<file path="config.mk">
export PLATFORM = sky130hd
export DESIGN_NAME = polar_occupancy_grid_filter_unit_flat
export DESIGN_NICKNAME = d
export VERILOG_FILES = /design/src/design/pogf_pkg.sv /design/src/design/pogf_if.sv /design/src/design/pogf_cfg_regs.sv /design/src/design/pogf_bin_alu.sv /design/src/design/polar_occupancy_grid_filter_unit.sv /design/src/flat_wrapper.sv
export SDC_FILE = /design/constraint.sdc
export NUM_CORES = 1
export LEC_CHECK = 0
export ABC_AREA = 1
export BUFFER_PORTS_ARGS = -buffer_cell sky130_fd_sc_hd__buf_4
export CAP_MARGIN = 20
export CORE_ASPECT_RATIO = 0.5
export CORE_MARGIN = 2
export CORE_UTILIZATION = 55
export DETAILED_ROUTE_END_ITERATION = 6
export PLACE_DENSITY = 0.81
export RECOVER_POWER = 100
export SLEW_MARGIN = 20
export SYNTH_ARGS = -nofsm -noshare
export SYNTH_HDL_FRONTEND = slang
export SYNTH_SLANG_ARGS = --single-unit
</file>
<file path="constraint.sdc">
create_clock -name i_clk -period 18.6 [get_ports i_clk]
set_clock_uncertainty 0.1 [all_clocks]
set_input_delay 3.72 -clock i_clk [delete_from_list [all_inputs] [get_ports i_clk]]
set_output_delay 3.72 -clock i_clk [all_outputs]
set_load 0.1 [all_outputs]
</file>
<file path="src/design/pogf_pkg.sv">
package pogf_pkg;

    // Field widths of the item and result beats.
    localparam int ACT_W  = 2;
    localparam int RING_W = 3;
    localparam int ZONE_W = 3;
    localparam int OZ_W   = 3;
    localparam int CONF_W = 8;
    localparam int ZC_W   = 4;

    // Configuration port geometry.
    localparam int CFG_AW = 5;
    localparam int CFG_DW = 32;
    localparam int IDX_W  = 3;

    // Item action codes.
    localparam logic [ACT_W-1:0] ACT_HIT   = 2'd0;
    localparam logic [ACT_W-1:0] ACT_FRAME = 2'd1;
    localparam logic [ACT_W-1:0] ACT_CLEAR = 2'd2;

    // Register indexes on the configuration port.
    localparam logic [IDX_W-1:0] REG_CONF_RISE   = 3'd0;
    localparam logic [IDX_W-1:0] REG_CONF_DECAY  = 3'd1;
    localparam logic [IDX_W-1:0] REG_ENTER_TH    = 3'd2;
    localparam logic [IDX_W-1:0] REG_EXIT_TH     = 3'd3;
    localparam logic [IDX_W-1:0] REG_ZONE_COUNT  = 3'd4;
    localparam logic [IDX_W-1:0] REG_SECTOR_MASK = 3'd5;

    // Allowed output zone counts.
    localparam logic [ZC_W-1:0] ZONES_4 = 4'd4;
    localparam logic [ZC_W-1:0] ZONES_6 = 4'd6;
    localparam logic [ZC_W-1:0] ZONES_8 = 4'd8;

    localparam logic [CONF_W-1:0] CONF_MAX = 8'd255;

    // Reset values of the registers.
    localparam logic [CONF_W-1:0] RST_CONF_RISE   = 8'd64;
    localparam logic [CONF_W-1:0] RST_CONF_DECAY  = 8'd32;
    localparam logic [CONF_W-1:0] RST_ENTER_TH    = 8'd128;
    localparam logic [CONF_W-1:0] RST_EXIT_TH     = 8'd64;
    localparam logic [7:0]        RST_SECTOR_MASK = 8'd255;

    typedef struct packed {
        logic [CONF_W-1:0] conf_rise;
        logic [CONF_W-1:0] conf_decay;
        logic [CONF_W-1:0] enter_threshold;
        logic [CONF_W-1:0] exit_threshold;
        logic [ZC_W-1:0]   zone_count;
        logic [7:0]        sector_mask;
    } t_cfg;

endpackage

</file>
<file path="src/design/pogf_if.sv">
// Item channel: one beat carries one grid action.
interface pogf_in_if import pogf_pkg::*; ();
    logic              valid;
    logic              ready;
    logic [ACT_W-1:0]  action;
    logic [RING_W-1:0] ring;
    logic [ZONE_W-1:0] zone;

    modport source (output valid, output action, output ring, output zone, input ready);
    modport sink   (input valid, input action, input ring, input zone, output ready);
endinterface

// Result channel: one beat per output zone of a frame.
interface pogf_out_if import pogf_pkg::*; ();
    logic              valid;
    logic              ready;
    logic [OZ_W-1:0]   out_zone;
    logic              found;
    logic [RING_W-1:0] nearest_ring;
    logic              last;

    modport source (output valid, output out_zone, output found, output nearest_ring,
                    output last, input ready);
    modport sink   (input valid, input out_zone, input found, input nearest_ring,
                    input last, output ready);
endinterface

</file>
<file path="src/design/pogf_cfg_regs.sv">
module pogf_cfg_regs import pogf_pkg::*; (
    input  logic              i_clk,
    input  logic              i_rst_n,
    input  logic              psel,
    input  logic              penable,
    input  logic              pwrite,
    input  logic [CFG_AW-1:0] paddr,
    input  logic [CFG_DW-1:0] pwdata,
    output logic [CFG_DW-1:0] prdata,
    output logic              pready,
    output t_cfg              o_cfg
);

    t_cfg             r_cfg;
    logic             wr_en;
    logic [IDX_W-1:0] reg_idx;
    logic [ZC_W-1:0]  zc_val;
    logic             zc_ok;

    assign pready  = 1'b1;
    assign wr_en   = psel && penable && pwrite;
    assign reg_idx = paddr[CFG_AW-1:2];
    assign zc_val  = pwdata[ZC_W-1:0];
    assign zc_ok   = (zc_val == ZONES_4) || (zc_val == ZONES_6) || (zc_val == ZONES_8);

    // Register writes; an unsupported zone count is dropped.
    always_ff @(posedge i_clk) begin
        if (!i_rst_n) begin
            r_cfg.conf_rise       <= RST_CONF_RISE;
            r_cfg.conf_decay      <= RST_CONF_DECAY;
            r_cfg.enter_threshold <= RST_ENTER_TH;
            r_cfg.exit_threshold  <= RST_EXIT_TH;
            r_cfg.zone_count      <= ZONES_8;
            r_cfg.sector_mask     <= RST_SECTOR_MASK;
        end else if (wr_en) begin
            case (reg_idx)
                REG_CONF_RISE:   r_cfg.conf_rise       <= pwdata[CONF_W-1:0];
                REG_CONF_DECAY:  r_cfg.conf_decay      <= pwdata[CONF_W-1:0];
                REG_ENTER_TH:    r_cfg.enter_threshold <= pwdata[CONF_W-1:0];
                REG_EXIT_TH:     r_cfg.exit_threshold  <= pwdata[CONF_W-1:0];
                REG_ZONE_COUNT: begin
                    if (zc_ok) begin
                        r_cfg.zone_count <= zc_val;
                    end
                end
                REG_SECTOR_MASK: r_cfg.sector_mask     <= pwdata[7:0];
                default: ;
            endcase
        end
    end

    // Read-back mux.
    always_comb begin
        case (reg_idx)
            REG_CONF_RISE:   prdata = CFG_DW'(r_cfg.conf_rise);
            REG_CONF_DECAY:  prdata = CFG_DW'(r_cfg.conf_decay);
            REG_ENTER_TH:    prdata = CFG_DW'(r_cfg.enter_threshold);
            REG_EXIT_TH:     prdata = CFG_DW'(r_cfg.exit_threshold);
            REG_ZONE_COUNT:  prdata = CFG_DW'(r_cfg.zone_count);
            REG_SECTOR_MASK: prdata = CFG_DW'(r_cfg.sector_mask);
            default:         prdata = '0;
        endcase
    end

    assign o_cfg = r_cfg;

endmodule

</file>
<file path="src/design/pogf_bin_alu.sv">
module pogf_bin_alu import pogf_pkg::*; (
    input  t_cfg              i_cfg,
    input  logic [CONF_W-1:0] i_conf,
    input  logic              i_hit,
    input  logic              i_occ,
    output logic [CONF_W-1:0] o_conf,
    output logic              o_occ
);

    logic [CONF_W:0]   sum;
    logic [CONF_W-1:0] rise_val;
    logic [CONF_W-1:0] decay_val;

    // Saturating rise for a marked bin, floored decay for an unmarked one.
    assign sum       = {1'b0, i_conf} + {1'b0, i_cfg.conf_rise};
    assign rise_val  = sum[CONF_W] ? CONF_MAX : sum[CONF_W-1:0];
    assign decay_val = (i_conf > i_cfg.conf_decay) ? (i_conf - i_cfg.conf_decay) : '0;
    assign o_conf    = i_hit ? rise_val : decay_val;

    // Hysteresis on the occupied flag.
    always_comb begin
        if (!i_occ && (o_conf >= i_cfg.enter_threshold)) begin
            o_occ = 1'b1;
        end else if (i_occ && (o_conf <= i_cfg.exit_threshold)) begin
            o_occ = 1'b0;
        end else begin
            o_occ = i_occ;
        end
    end

endmodule

</file>
<file path="src/design/polar_occupancy_grid_filter_unit.sv">
// Hit and clear items leave the block idle, so it stays ready for the next item.
// A frame item sweeps the bins through one shared update unit, a read state and a write
// state per bin, then builds the zone map, then per output zone searches the rings
// from ring zero outward for the nearest occupied one and sends one result beat.
// Each result beat waits in an output register until taken; ready stays low meanwhile.
// Reset (synchronous, active low) restores register defaults and clears the grid at once.
module polar_occupancy_grid_filter_unit import pogf_pkg::*; #(
    parameter int RING_COUNT  = 8,
    parameter int POLAR_ZONES = 8
) (
    input  logic              i_clk,
    input  logic              i_rst_n,
    pogf_in_if.sink           i_item,
    pogf_out_if.source        o_res,
    input  logic              psel,
    input  logic              penable,
    input  logic              pwrite,
    input  logic [CFG_AW-1:0] paddr,
    input  logic [CFG_DW-1:0] pwdata,
    output logic [CFG_DW-1:0] prdata,
    output logic              pready
);

    localparam int RW   = (RING_COUNT > 1) ? $clog2(RING_COUNT) : 1;
    localparam int ZW   = (POLAR_ZONES > 1) ? $clog2(POLAR_ZONES) : 1;
    localparam int BINS = RING_COUNT * POLAR_ZONES;
    localparam int AW   = (BINS > 1) ? $clog2(BINS) : 1;
    localparam int RMW  = $clog2(2 * POLAR_ZONES + 16);

    typedef enum logic [2:0] {
        S_IDLE,
        S_READ,
        S_WRITE,
        S_MAP,
        S_SEARCH,
        S_OUT
    } t_state;

    t_cfg                   cfg;
    t_state                 r_state;
    logic [RW-1:0]          r_ri;
    logic [ZW-1:0]          r_zi;
    logic [AW-1:0]          r_bin;
    logic [RMW-1:0]         r_rm;
    logic [OZ_W-1:0]        r_qm;
    logic [OZ_W-1:0]        r_oz;
    logic [POLAR_ZONES-1:0] r_hit [RING_COUNT];
    logic [POLAR_ZONES-1:0] r_occ [RING_COUNT];
    logic [BINS-1:0]        r_cvld;
    logic [OZ_W-1:0]        r_zmap [POLAR_ZONES];
    logic [CONF_W-1:0]      mem [BINS];
    logic [CONF_W-1:0]      r_rd_data;
    logic                   r_rd_vld;

    logic                   r_out_vld;
    logic [OZ_W-1:0]        r_out_zone;
    logic                   r_out_found;
    logic [RING_W-1:0]      r_out_ring;
    logic                   r_out_last;

    logic                   in_acc;
    logic                   hit_in_grid;
    logic [RW-1:0]          hit_row;
    logic [ZW-1:0]          hit_col;
    logic                   last_ring;
    logic                   last_zone;
    logic [CONF_W-1:0]      conf_old;
    logic [CONF_W-1:0]      n_conf;
    logic                   n_occ;
    logic                   rm_wrap;
    logic                   qm_last;
    logic                   oz_last;
    logic                   zone_en;
    logic [POLAR_ZONES-1:0] zone_sel;
    logic                   row_hit;

    pogf_cfg_regs u_cfg (
        .i_clk   (i_clk),
        .i_rst_n (i_rst_n),
        .psel    (psel),
        .penable (penable),
        .pwrite  (pwrite),
        .paddr   (paddr),
        .pwdata  (pwdata),
        .prdata  (prdata),
        .pready  (pready),
        .o_cfg   (cfg)
    );

    // Shared bin update unit, fed from the registered memory read.
    assign conf_old = r_rd_vld ? r_rd_data : '0;

    pogf_bin_alu u_alu (
        .i_cfg  (cfg),
        .i_conf (conf_old),
        .i_hit  (r_hit[r_ri][r_zi]),
        .i_occ  (r_occ[r_ri][r_zi]),
        .o_conf (n_conf),
        .o_occ  (n_occ)
    );

    // Item decode.
    assign in_acc      = i_item.valid && i_item.ready;
    assign hit_in_grid = (32'(i_item.ring) < RING_COUNT) && (32'(i_item.zone) < POLAR_ZONES);
    assign hit_row     = RW'(i_item.ring);
    assign hit_col     = ZW'(i_item.zone);

    // Sweep and map counters.
    assign last_ring = (r_ri == RW'(RING_COUNT - 1));
    assign last_zone = (r_zi == ZW'(POLAR_ZONES - 1));
    assign rm_wrap   = (r_rm >= RMW'(2 * POLAR_ZONES));
    assign qm_last   = ({1'b0, r_qm} == (cfg.zone_count - 4'd1));
    assign oz_last   = ({1'b0, r_oz} == (cfg.zone_count - 4'd1));
    assign zone_en   = cfg.sector_mask[r_oz];

    // Polar zones that feed the current output zone, checked on one ring row.
    always_comb begin
        for (int iz = 0; iz < POLAR_ZONES; iz++) begin
            zone_sel[iz] = (r_zmap[iz] == r_oz);
        end
    end
    assign row_hit = |(r_occ[r_ri] & zone_sel);

    // Sequencer: frame sweep, zone map build, nearest-ring search, result beats.
    always_ff @(posedge i_clk) begin
        if (!i_rst_n) begin
            r_state   <= S_IDLE;
            r_out_vld <= 1'b0;
            r_cvld    <= '0;
            for (int r = 0; r < RING_COUNT; r++) begin
                r_hit[r] <= '0;
                r_occ[r] <= '0;
            end
        end else begin
            case (r_state)
                S_IDLE: begin
                    if (in_acc) begin
                        case (i_item.action)
                            ACT_HIT: begin
                                if (hit_in_grid) begin
                                    r_hit[hit_row][hit_col] <= 1'b1;
                                end
                            end
                            ACT_FRAME: begin
                                r_ri    <= '0;
                                r_zi    <= '0;
                                r_bin   <= '0;
                                r_state <= S_READ;
                            end
                            ACT_CLEAR: begin
                                r_cvld <= '0;
                                for (int r = 0; r < RING_COUNT; r++) begin
                                    r_hit[r] <= '0;
                                    r_occ[r] <= '0;
                                end
                            end
                            default: ;
                        endcase
                    end
                end
                S_READ: begin
                    r_state <= S_WRITE;
                end
                S_WRITE: begin
                    r_occ[r_ri][r_zi] <= n_occ;
                    r_hit[r_ri][r_zi] <= 1'b0;
                    r_cvld[r_bin]     <= 1'b1;
                    r_bin             <= r_bin + 1'b1;
                    if (last_zone) begin
                        r_zi <= '0;
                        if (last_ring) begin
                            r_ri    <= '0;
                            r_rm    <= RMW'(POLAR_ZONES);
                            r_qm    <= '0;
                            r_state <= S_MAP;
                        end else begin
                            r_ri    <= r_ri + 1'b1;
                            r_state <= S_READ;
                        end
                    end else begin
                        r_zi    <= r_zi + 1'b1;
                        r_state <= S_READ;
                    end
                end
                S_MAP: begin
                    // One subtract per cycle brings the running remainder below 2M.
                    if (rm_wrap) begin
                        r_rm <= r_rm - RMW'(2 * POLAR_ZONES);
                        r_qm <= qm_last ? '0 : (r_qm + 1'b1);
                    end else begin
                        r_zmap[r_zi] <= r_qm;
                        if (last_zone) begin
                            r_oz    <= '0;
                            r_ri    <= '0;
                            r_state <= S_SEARCH;
                        end else begin
                            r_zi <= r_zi + 1'b1;
                            r_rm <= r_rm + RMW'({cfg.zone_count, 1'b0});
                        end
                    end
                end
                S_SEARCH: begin
                    if (!zone_en || row_hit || last_ring) begin
                        r_out_vld   <= 1'b1;
                        r_out_zone  <= r_oz;
                        r_out_found <= zone_en && row_hit;
                        r_out_ring  <= (zone_en && row_hit) ? RING_W'(r_ri) : '0;
                        r_out_last  <= oz_last;
                        r_state     <= S_OUT;
                    end else begin
                        r_ri <= r_ri + 1'b1;
                    end
                end
                S_OUT: begin
                    if (o_res.ready) begin
                        r_out_vld <= 1'b0;
                        if (r_out_last) begin
                            r_state <= S_IDLE;
                        end else begin
                            r_oz    <= r_oz + 1'b1;
                            r_ri    <= '0;
                            r_state <= S_SEARCH;
                        end
                    end
                end
                default: begin
                    r_state <= S_IDLE;
                end
            endcase
        end
    end

    // Confidence memory: one write and one registered read per cycle.
    always_ff @(posedge i_clk) begin
        if (r_state == S_WRITE) begin
            mem[r_bin] <= n_conf;
        end
        r_rd_data <= mem[r_bin];
        r_rd_vld  <= r_cvld[r_bin];
    end

    assign i_item.ready       = (r_state == S_IDLE);
    assign o_res.valid        = r_out_vld;
    assign o_res.out_zone     = r_out_zone;
    assign o_res.found        = r_out_found;
    assign o_res.nearest_ring = r_out_ring;
    assign o_res.last         = r_out_last;

    // The last beat of a frame returns the block to accepting items.
    a_last_frees: assert property (@(posedge i_clk) disable iff (!i_rst_n)
        o_res.valid && o_res.ready && o_res.last |=> i_item.ready)
        else $error("block not ready after last result beat");

    // A zone without a hit reports ring zero.
    a_nf_ring: assert property (@(posedge i_clk) disable iff (!i_rst_n)
        o_res.valid && !o_res.found |-> (o_res.nearest_ring == '0))
        else $error("nearest ring set on a zone without a hit");

    // Reported zones stay inside the configured zone count.
    a_zone_range: assert property (@(posedge i_clk) disable iff (!i_rst_n)
        o_res.valid |-> ({1'b0, o_res.out_zone} < cfg.zone_count))
        else $error("output zone beyond zone count");

    // No item is taken while a result beat is pending.
    a_no_overlap: assert property (@(posedge i_clk) disable iff (!i_rst_n)
        o_res.valid |-> !i_item.ready)
        else $error("item accepted while result pending");

endmodule

</file>
<file path="src/flat_wrapper.sv">
// flat-port wrapper written by rule: the top's interface ports become plain ports
module polar_occupancy_grid_filter_unit_flat import pogf_pkg::*;
#(
    parameter int RING_COUNT  = 8,
    parameter int POLAR_ZONES = 8
)
  (i_clk, i_rst_n, psel, penable, pwrite, paddr, pwdata, prdata, pready, i_item_valid, i_item_action, i_item_ring, i_item_zone, i_item_ready, o_res_valid, o_res_out_zone, o_res_found, o_res_nearest_ring, o_res_last, o_res_ready);
  pogf_in_if i_item_i ();
  pogf_out_if o_res_i ();
  input  logic i_clk;
  input  logic i_rst_n;
  input  logic psel;
  input  logic penable;
  input  logic pwrite;
  input  logic [CFG_AW-1:0] paddr;
  input  logic [CFG_DW-1:0] pwdata;
  output logic [CFG_DW-1:0] prdata;
  output logic pready;
  input wire logic [$bits(i_item_i.valid)-1:0] i_item_valid;
  input wire logic [$bits(i_item_i.action)-1:0] i_item_action;
  input wire logic [$bits(i_item_i.ring)-1:0] i_item_ring;
  input wire logic [$bits(i_item_i.zone)-1:0] i_item_zone;
  output wire logic [$bits(i_item_i.ready)-1:0] i_item_ready;
  output wire logic [$bits(o_res_i.valid)-1:0] o_res_valid;
  output wire logic [$bits(o_res_i.out_zone)-1:0] o_res_out_zone;
  output wire logic [$bits(o_res_i.found)-1:0] o_res_found;
  output wire logic [$bits(o_res_i.nearest_ring)-1:0] o_res_nearest_ring;
  output wire logic [$bits(o_res_i.last)-1:0] o_res_last;
  input wire logic [$bits(o_res_i.ready)-1:0] o_res_ready;
  assign i_item_i.valid = i_item_valid;
  assign i_item_i.action = i_item_action;
  assign i_item_i.ring = i_item_ring;
  assign i_item_i.zone = i_item_zone;
  assign i_item_ready = i_item_i.ready;
  assign o_res_valid = o_res_i.valid;
  assign o_res_out_zone = o_res_i.out_zone;
  assign o_res_found = o_res_i.found;
  assign o_res_nearest_ring = o_res_i.nearest_ring;
  assign o_res_last = o_res_i.last;
  assign o_res_i.ready = o_res_ready;
  polar_occupancy_grid_filter_unit #(.RING_COUNT(RING_COUNT), .POLAR_ZONES(POLAR_ZONES)) u_core (.i_clk(i_clk), .i_rst_n(i_rst_n), .i_item(i_item_i), .o_res(o_res_i), .psel(psel), .penable(penable), .pwrite(pwrite), .paddr(paddr), .pwdata(pwdata), .prdata(prdata), .pready(pready));
endmodule
</file>
# Word level (Yosys, flattened, before mapping)
# Memory sizes are Yosys's and may differ from the RTL's. A register that Yosys moved wholly into a read port is not among the register bits.
# Index checks and enable logic that the tools add are counted.
dict set report word_totals {
  regBits 144
  ramBits 664
  elab_cells 261
  memories 4
}
# name depth word_bits rd rd_ports_with_merged_regs wr line
set memory_table {}
lappend memory_table {u_core.mem 64 8 1 1 1 polar_occupancy_grid_filter_unit.sv:51} ;# logic [CONF_W-1:0] mem [BINS];
lappend memory_table {u_core.r_hit 8 8 1 1 8 polar_occupancy_grid_filter_unit.sv:47} ;# logic [POLAR_ZONES-1:0] r_hit [RING_COUNT];
lappend memory_table {u_core.r_occ 8 8 1 1 8 polar_occupancy_grid_filter_unit.sv:48} ;# logic [POLAR_ZONES-1:0] r_occ [RING_COUNT];
lappend memory_table {u_core.r_zmap 8 3 8 0 1 polar_occupancy_grid_filter_unit.sv:50} ;# logic [OZ_W-1:0] r_zmap [POLAR_ZONES];
dict set report op_classes {
  add_sub_neg 10
  magnitude_cmp 11
  n_eq_ne 41
  mux 113
  bitwise_logic 18
  n_reduce_logical 44
}
# operator n
set ops {}
lappend ops {{2-to-1 mux 8 bit} 28}
lappend ops {{2-to-1 mux 64 bit} 2}
lappend ops {{one-hot mux 64 bit (2 select lines)} 1}
lappend ops {{2-to-1 mux 3 bit} 30}
lappend ops {{bitwise OR 64 bit} 1}
lappend ops {{one-hot mux 8 bit (6 select lines)} 1}
lappend ops {{OR reduction 8 bit} 4}
lappend ops {{2-to-1 mux 1 bit} 28}
lappend ops {{== test 3 bit} 8}
lappend ops {{2-to-1 mux 5 bit} 4}
lappend ops {{== test 3 bit (second input constant)} 6}
lappend ops {{one-hot mux 3 bit (6 select lines)} 1}
lappend ops {{AND reduction 6 bit} 3}
lappend ops {{!= test 2 bit (second input constant)} 8}
lappend ops {{bitwise OR 1 bit} 16}
lappend ops {{one-hot mux 3 bit (5 select lines)} 1}
lappend ops {{adder 3 x 1 -> 3 bit (second input constant)} 4}
lappend ops {{== test 3 x 2 -> 1 bit (second input constant)} 4}
lappend ops {{less-than comparator 3 x 4 -> 1 bit (second input constant)} 3}
lappend ops {{2-to-1 mux 6 bit} 2}
lappend ops {{one-hot mux 3 bit (2 select lines)} 2}
lappend ops {{one-hot mux 6 bit (2 select lines)} 1}
lappend ops {{AND reduction 3 bit} 4}
lappend ops {{!= test 2 x 1 -> 1 bit (second input constant)} 5}
lappend ops {{other kinds (41)} 70}

# Depth between registers and ports, before layout
# Gate-level depths: netlist of the first run.
dict set report depth {
  ltp_word 9
  depth_mapped 25
  ltp_nobuf 23
}

# Hierarchy
# Synthesis of the first run repeated with hierarchy kept, for this count alone.
dict set report hier_totals {
  cells_unflattened 3438
  hier_area_um2 35954.5
}
# module n_inst cells_per_inst area_each_um2
set by_module_without_submodules {}
lappend by_module_without_submodules {polar_occupancy_grid_filter_unit 1 2913 32411.1}
lappend by_module_without_submodules {pogf_cfg_regs 1 282 2155.8}
lappend by_module_without_submodules {pogf_bin_alu 1 243 1387.6}

# Least setup slack after synthesis of the first run
# No wires, ideal clock.
dict set report synth_timing {
  kind {input -> output}
  from {in paddr[3]}
  to {out prdata[4]}
  arrival_ps 6422
  required_ps 14780
  setup_slack_ps 8358
  cell_stages 4
  n_path_buf 0
  cell_sequence {inv_1 -> nor3_1 -> inv_1 -> o21ai_0}
}
dict set report synth_via {
  elab_chain_len 2
}
# element line
set synth_lines {}
lappend synth_lines {{start: declaration} flat_wrapper.sv:15} ;# input logic [CFG_AW-1:0] paddr;
lappend synth_lines {{== test 3 bit (tied with other cells)} pogf_cfg_regs.sv:54} ;# case (reg_idx)
lappend synth_lines {{one-hot mux 8 bit (6 select lines) *} pogf_cfg_regs.sv:54}
lappend synth_lines {{end: declaration} flat_wrapper.sv:17} ;# output logic [CFG_DW-1:0] prdata;
# Mark *: on every way between the ends. The rest lies on a longest branch, timed or not.

==> results by stage, run 1 <==
Timing:
- Headroom to the max-slew limit came out at -2.162.
- After layout, the worst setup slack is slightly below 7000 ps.
- The minimum hold slack is around 350 ps.
- The aggregate negative setup slack is 0 ps.
- Setup repair after global routing left no endpoint under its margin.
- The share of the clock period used by the worst path after layout is 0.6303.
- The number of max-slew violations in the final report is approximately 1.1k.
- The final count of negative-setup-slack endpoints is 0.
- The count of endpoints failing hold in the final timing report is 0.
- The worst path needs 11720 ps of the cycle, external delays included.
- Timing would allow up to 0.08530 GHz.
- The actual slew at the worst max-slew pin is between 4000 and 5000 ps.

Synth:
- The share of synthesized registers carrying an async set or reset is 0.
- The portion of synthesized cell area occupied by the leading cell type is 0.5717.
- Counting distinct cell types in the post-synthesis netlist gives 57.
- Yosys attributes the largest share of cell area to edfxtp_1, nand2_1, dfxtp_1.
- The count of flip-flops with a built-in enable after synthesis is around 690.
- The cell type contributing the most total cell area after synthesis is edfxtp_1.
- Dividing the synthesized area by the synthesized cell count gives approximately 11 µm².
- The Yosys step of the flow raised 0 warnings.
- Synthesis produced around 3.5k cells.
- After synthesis the cells add up to about 36000 µm².
- The share of the yosys chip area belonging to registers is 0.6398.
- In this run, synthesis produced a sequential element count of between 800 and 900.
- The most used flip-flop cell after synthesis is edfxtp_1.

Drt:
- Using the TritonRoute via totals, the vias-per-cell ratio works out to 6.065.
- The detail route stage leaves a number of antenna-violating nets equal to 0.
- The length of the first detailed-routing pass in iterations is 6.
- After detailed routing, the number of remaining DRC violations is 0.
- The routed wire length is a little over 90000 µm.
- The average routed wire per standard cell is between 20 and 25 µm.
- Summing over every cut layer, the via total after detailed routing is between 20k and 30k.
- In this run, the number of DRC markers left after iteration 0 of detailed routing was between 3k and 4k.

Cells and area:
- The final standard cell area without fillers is a little under 40000 µm².
- In the final layout, the share of cells above drive strength 1 is 0.06321.
- At the end of the flow, the number of nets in the layout was 3569.
- The growth of design area from synthesis to finish is 8.087%.
- The repair_antennas step left the layout with diodes totalling 0.

Setup path:
- On the critical path, the stage with the largest delay is an instance of nor2_1.
- The start point of the critical path is i_rst_n.
- Data on the critical path arrives at its endpoint at around 12000 ps.
- The worst setup path is launched from a primary input.
- The signal on the critical path passes through clkbuf_1 -> inv_1 -> nor2_1 -> inv_1 -> o32ai_1 -> nand2_1 -> nand2_1.
- Along the worst path, the maximum fanout reaches between 70 and 80.
- The required time of the worst setup path is between 15000 and 20000 ps.
- On the worst path, the slowest cell contributes a delay of ~3600 ps.
- The worst setup path is captured at a flop.
- The critical path is of the primary input to flop type.

Placed design:
- The post-placement setup slack is between 9000 and 10000 ps.
- The HPWL after detailed placement is around 56000 µm.
- The instance area at placement is roughly 38000 µm².
- The count of port buffers added during placement is 43.
- The final weighted congestion in routability-driven placement is ~0.92.

Pwr:
- The power density normalized to cell area is between 100 and 150 nW/µm².
- The share of total power dissipated in combinational logic is 0.278.
- Power comes to 5.513 mW.
- Cell internal power was estimated by the tool at about 3.6 mW.
- The sequential fraction of design power is 0.447.
- The standby leakage power is ~14 nW.
- Of the total power, the share spent switching nets is 0.3546.
- The net switching power is between 1.5 and 2 mW.
- The share of total power in the clock network is 0.275.
- Across the VDD grid, the largest voltage drop is roughly 140 µV.

Clock tree:
- The number of hold buffers added after cts is 0.
- No sink is reached through more buffers than the 3 on the longest clock path.
- Clock tree synthesis selected as its root buffer the cell clkbuf_16.
- In this run, post-CTS repair resized a total of 0 instances.
- The maximum level of the CTS H-tree is 3.
- The clock edge transition at the registers on the reported setup and hold paths is 70 ps.
- The clock reaches the later pin of the worst-skew pair after roughly 640 ps.
- In this run, CTS created clock tree buffers numbering 73.
- Once the clock tree was built, the setup fixing pass inserted 0 buffers.
- The TritonCTS clock tree is done.
- The tree built by TritonCTS fans out to 818 sinks.

Die:
- The number of placed I/O pins is 95.
- The height of the die is 186.0 µm.
- The cell row count is 66.
- For this configuration, the core starts out at a cell density of 0.5587.
- Measured along the x axis, the die boundary spans 368.1 µm.
- The floorplan die area is roughly 68000 µm².
- The total area inside the core boundary comes to 65240 µm².

GRT:
- The met2 track demand over resource in global routing is 0.4500.
- For met1 alone, demand over resource in global routing was 0.3504.
- Entering global routing, the biggest net connects 110 pins.
- In the global route stage, met3 resource usage came out at 0.05317.
- The via count of the first global-routing pass came to about 26k.
- The total routing usage reported by global routing is 0.2698.
- The total overflow left after global routing is 0.
- The initial antenna violation count is 1.
- The global-route wire length before repair is between 100000 and 150000 µm.
- The busiest metal layer after global routing is met2.

Run:
- The number of max-capacitance violations reported is 28.

Outcome:
- The run finished, with violations left.
- The final reports fail on capacitance limit, slew limit.

Worst hold path:
- The launch instance of the worst min-delay path is u_core.r_cvld[35]$_SDFFE_PN0P_.
- The min-delay analysis places its worst path in the category flop to flop.
[sequential cells by signal, indices dropped and copies added (netlist names), named ones only]
register	count
u_core.mem	512
u_core.o_res.found	1
u_core.o_res.last	1
u_core.o_res.nearest_ring	3
u_core.o_res.out_zone	3
u_core.o_res.valid	1
u_core.r_bin	6
u_core.r_cvld	64
u_core.r_hit	64
u_core.r_occ	64
u_core.r_oz	3
u_core.r_qm	3
u_core.r_rd_data	8
u_core.r_rd_vld	1
u_core.r_ri	3
u_core.r_rm	4
u_core.r_state	3
u_core.r_zi	3
u_core.r_zmap	24
u_core.u_cfg.o_cfg	44
[placed cells by master, fill, tap and decap left out, types with 6 or more instances in the layout]
master	synthesis	layout
o211ai_1	13	13
nor2_4	7	6
inv_2	16	12
a21oi_2	60	18
and3_1	7	7
ha_1	40	40
a21oi_1	170	212
a22oi_1	85	85
clkbuf_16	0	77
conb_1	2	25
buf_4	29	57
nor3_1	25	22
edfxtp_1	694	694
xnor2_1	17	17
o21ai_0	91	93
nand3_1	174	174
dfxtp_1	124	123
a22o_1	11	11
nor4_1	47	47
nor2_1	220	231
nand2_1	932	930
inv_1	269	265
clkbuf_1	70	82
o22ai_1	32	32
nand4_1	68	68
o2111ai_1	9	9
clkinv_1	3	17
xor2_1	23	23
a221oi_1	40	40
clkinv_2	0	12
o21a_1	7	7
[cell usage after synthesis, types with 9 or more instances]
library cell and instances:
a21oi_1 170, o2111ai_1 9, buf_2 72, o211ai_1 13, xor2_1 23, a221oi_1 40, dfxtp_1 124, inv_1 269
buf_6 14, o21ai_0 91, nor2_2 12, edfxtp_1 694, inv_2 16, nand2_1 932, nor2_1 220, buf_1 18
a22o_1 11, a21oi_2 60, buf_4 29, nor4_1 47, nor3_1 25, nand3_1 174, a22oi_1 85, ha_1 40
xnor2_1 17, clkbuf_1 70, nand4_1 68, o22ai_1 32
[final cells by class]
class	count	area, µm²
well taps	884	1106
inverters	288	1085
multi-input cells	2169	10840
fillers	5049	25840
clock inverters	35	349.1
repair buffers	124	679.4
clock buffers	94	2011
flip-flops and latches	818	23320
[kinds of logic after synthesis]
group                    after synthesis  share of synthesized area
AND/OR/NAND/NOR                     1506                     0.1749
flip-flops                           818                     0.6398
AO/OA/AOI/OAI                        555                     0.1012
buffers and inverters                491                    0.05890
adder cells (fa/ha/maj)               43                    0.01538
XOR/XNOR                              40                   0.009611
other                                  2                  0.0002060
[final timing paths]
kind	cells after the start	slack, ps	endpoint
setup / recovery	7	6880	u_core.r_hit[6][0]$_SDFFCE_PN0P_
hold / removal	2	350	u_core.r_cvld[35]$_SDFFE_PN0P_
setup reg to reg	21	7210	u_core.r_occ[4][6]$_SDFFCE_PN0P_
hold reg to reg	2	350	u_core.r_cvld[35]$_SDFFE_PN0P_
[per-stage QoR]
step / util / instances
6_report: 0.6039 / 4412
5_1_grt: 0.6039 / 4412
4_1_cts: 0.6133 / 4412
3_5_place_dp: 0.5772 / 4283
3_3_place_gp: 0.5770 / 4281
2_1_floorplan: - / 3478
[layer usage]
metal | wire length (µm) | vias to the layer above
met4 | 3474 | 2
li1 | - | 12019
met3 | 10090 | 286
met5 | 12 | -
met1 | 35610 | 12803
met2 | 43980 | 1647
[worst max-delay path, delay by kind of cell]
| family | cells | cell delay [ps] |
|---|---|---|
| AOI/OAI and AO/OA | 1 | 1080 |
| and+or+nand+nor | 3 | 3890 |
| buffers and inverters | 3 | 3240 |
[power groups by stage]
stage | clock, mW | sequential [mW] | combinational, mW
final | 1.52 | 2.47 | 1.53
after global routing | 1.60 | 2.47 | 1.64
after CTS | 1.52 | 2.41 | 1.57
after detailed placement | 0 | 2.45 | 1.56
after global placement | 0 | 2.45 | 1.51
after floorplan | 0 | 2.45 | 1.10
(Power assumes the default switching activity.)
==> inputs of run 2 (changes only) <==
==> constraint.sdc (replaced) <==
create_clock -name i_clk -period 12.2 [get_ports i_clk]
set_clock_uncertainty 0.1 [all_clocks]
set_input_delay 2.44 -clock i_clk [delete_from_list [all_inputs] [get_ports i_clk]]
set_output_delay 2.44 -clock i_clk [all_outputs]
set_load 0.1 [all_outputs]
==> results by stage, run 2 (synthesis results as in run 1) <==
Cells and area:
- The total number of nets in the final design is 3565 (-0.11%).
- The non-filler instance count after layout is 4410 (-0.045%).
- The share of final-layout standard cells stronger than drive strength 1 was 0.05587 (-0.007338).
- The area used by multi-input combinational logic is 10790 µm² (-0.53%).
- The final core utilization is 0.5997 (-0.004258).
- The number of diodes is 0 (unchanged).
- The total area of sequential cells came to 23320 µm² (about the same).
- The most common library cell in the layout ignoring fill and taps is nand2_1.
- The growth of design area from synthesis to finish is 7.325%.
- The library cells used most frequently in the layout, excluding fill and tap cells, are nand2_1, edfxtp_1, inv_1.
- The filler cell count in the final layout is 5107 (+1.1%).
- The flip-flop count of the largest register, all copies and words added is 512 (unchanged).
- The final standard cell area without fillers was 39120 µm² (-0.71%).
- Ranked by flip-flop count, first place goes to u_core.mem.

Outcome:
- The flow ran to the end, but the final reports show violations.
- The checks that failed: capacitance limit, slew limit.

Setup path:
- The worst endpoint data arrival time was 9080 ps (-2870 ps).
- The worst setup path is launched from a primary input.
- The critical path in this run is classified as primary input to flop.
- The required time of the worst setup path is 12410 ps (-6410 ps).
- The critical path endpoint category is a flop.
- The maximum net fanout on the critical path is 93 (+31%).

Placed design:
- The post-placement setup slack is 5676 ps (-3779 ps).
- The instance area at placement is 37640 µm² (about the same).
- The final weighted congestion in routability-driven placement came to 0.9443 (+2.5%).
- The count of port buffers added during placement is 43 (unchanged).
- The cell count after placement is 4279 (-0.093%).
- The HPWL after detailed placement is 55090 µm (-1.0%).

Drt:
- The routed wire length is 92270 µm (-0.96%).
- The number of design rule violations left after detail routing is 0 (unchanged).
- The average routed wire per standard cell is 20.92 µm (-0.91%).
- The residual antenna-violating net count after detailed routing came to 0 (unchanged).
- The iteration-0 DRC count of the detailed router is 4101 (+9.2%).
- The via count is 26.59k (-0.64%).
- The length of the first detailed-routing pass in iterations came to 5 (-1).
- The detailed-route vias per instance is 6.028 (-0.60%).

Clock tree:
- The count of clock tree sinks was 818 (unchanged).
- The maximum clock path buffer count is 3 (unchanged).
- The TritonCTS clock tree is done.
- The clock edge transition at the registers on the reported setup and hold paths is 70 ps (about the same).
- The CTS root buffer is clkbuf_16.
- The clock buffer count from CTS is 73 (unchanged).
- The clock latency at the later pin of the worst-skew pair is 620 ps (-20 ps).
- The post-cts sizing count is 0 (unchanged).
- The number of setup buffers added after CTS was 0 (unchanged).
- The maximum level of the CTS H-tree is 3 (unchanged).
- The number of hold buffers added after cts is 0 (unchanged).

Timing:
- Setup repair after global routing left no endpoint under its margin.
- The actual slew at the worst max-slew pin came to 3766 ps (-959.8 ps).
- Of the available clock period, the critical path in the final layout requires 0.7268.
- The headroom to the max-slew limit is -1.510 (+0.6515).
- Static timing analysis puts the maximum clock frequency at approximately 0.11 GHz.
- The minimum hold slack is 351.3 ps (-3.420 ps).
- The final worst setup slack came to 3333 ps (-3543 ps).
- The final count of negative-setup-slack endpoints is 0 (unchanged).
- Counting I/O delays and the setup requirement, the final critical path takes slightly below 9000 ps.
- The count of endpoints failing hold in the final timing report came to 0 (unchanged).
- The aggregate negative setup slack came to 0 ps (unchanged).
- The number of max-slew violations in the final report is 661 (-40%).

Pwr:
- The largest voltage drop on the vdd net is 205.9 µV (+45%).
- The power density normalized to cell area was 207.6 nW/µm² (+48%).
- The standby leakage power is 14.19 nW (-0.42%).
- The total power draw came to 8.122 mW (+47%).

Die:
- The height of the die was 186.0 µm (unchanged).
- The number of placed I/O pins is 95 (unchanged).
- The cell row count is 66 (unchanged).
- The floorplan die area is 68470 µm² (unchanged).
- The starting density of the core came to 0.5587 (unchanged).
- The area of the core is 65240 µm² (unchanged).
- The width of the chip is 368.1 µm (unchanged).

GRT:
- The initial antenna violation count came to 0 (-1).
- The remaining global-route overflow was 0 (unchanged).
- The largest net degree at the start of global routing came to 94 (-15%).
- The global-route wire length before repair is 139600 µm (-1.9%).
- The total routing usage reported by global routing was 0.2649 (-0.004964).
- The via count of the first global-routing pass is 24.98k (-3.0%).

Run:
- The number of max-capacitance violations reported is 23 (-18%).

Worst hold path:
- The worst hold path belongs to the class flop to flop.
==> run 2: cell count changes in the layout (fill, tap and decap cells not counted), sizes merged <==
cell / delta
inv: +1
buf: +2
bufinv: -5
clkinv: +8
clkbuf: -4
clkinvlp: -4
==> run 2: routing by layer <==
metal | vias up | share of wire | GRT usage
met4 | 0 | 0.038 | 0.1020
met5 | - | 0 | 0
met1 | 12657 | 0.38 | 0.3524
met3 | 254 | 0.11 | 0.05025
met2 | 1627 | 0.47 | 0.4353
li1 | 12047 | - | -
==> run 2: report_power, final <==
part	leakage (nW)	total, mW	switching (mW)	internal, mW
Clock	1.05	2.15	1.01	1.14
Combinational	5.69	2.26	1.82	0.439
Sequential	7.45	3.71	0.0631	3.65
==> run 2: worst max-delay path: stages <==
cell	delay, ps
clkbuf_1	800
nand2_2	310
clkbuf_1	1900
clkinvlp_2	2390
buf_4	890
nand2_1	220
==> run 2: worst paths after layout <==
check / cells after the start / endpoint / slack (ps) / start
worst min register to register: 2 / u_core.r_cvld[44]$_SDFFE_PN0P_ / 350 / u_core.r_cvld[44]$_SDFFE_PN0P_
worst max-delay path: 6 / u_core.r_hit[1][2]$_SDFFCE_PN0P_ / 3330 / i_rst_n
worst max register to register: 21 / u_core.r_occ[3][5]$_SDFFCE_PN0P_ / 3860 / flop
worst min-delay path: 2 / u_core.r_cvld[44]$_SDFFE_PN0P_ / 350 / u_core.r_cvld[44]$_SDFFE_PN0P_
==> run 2: area by class of cell <==
type                       instances  share of cell area
tap                              884             0.02827
multi-input combinational       2169              0.2757
sequential                       818              0.5962
clock buffer                      96             0.05018
inverter                         288             0.02773
clock inverter                    35            0.004734
timing repair buffer             120             0.01718
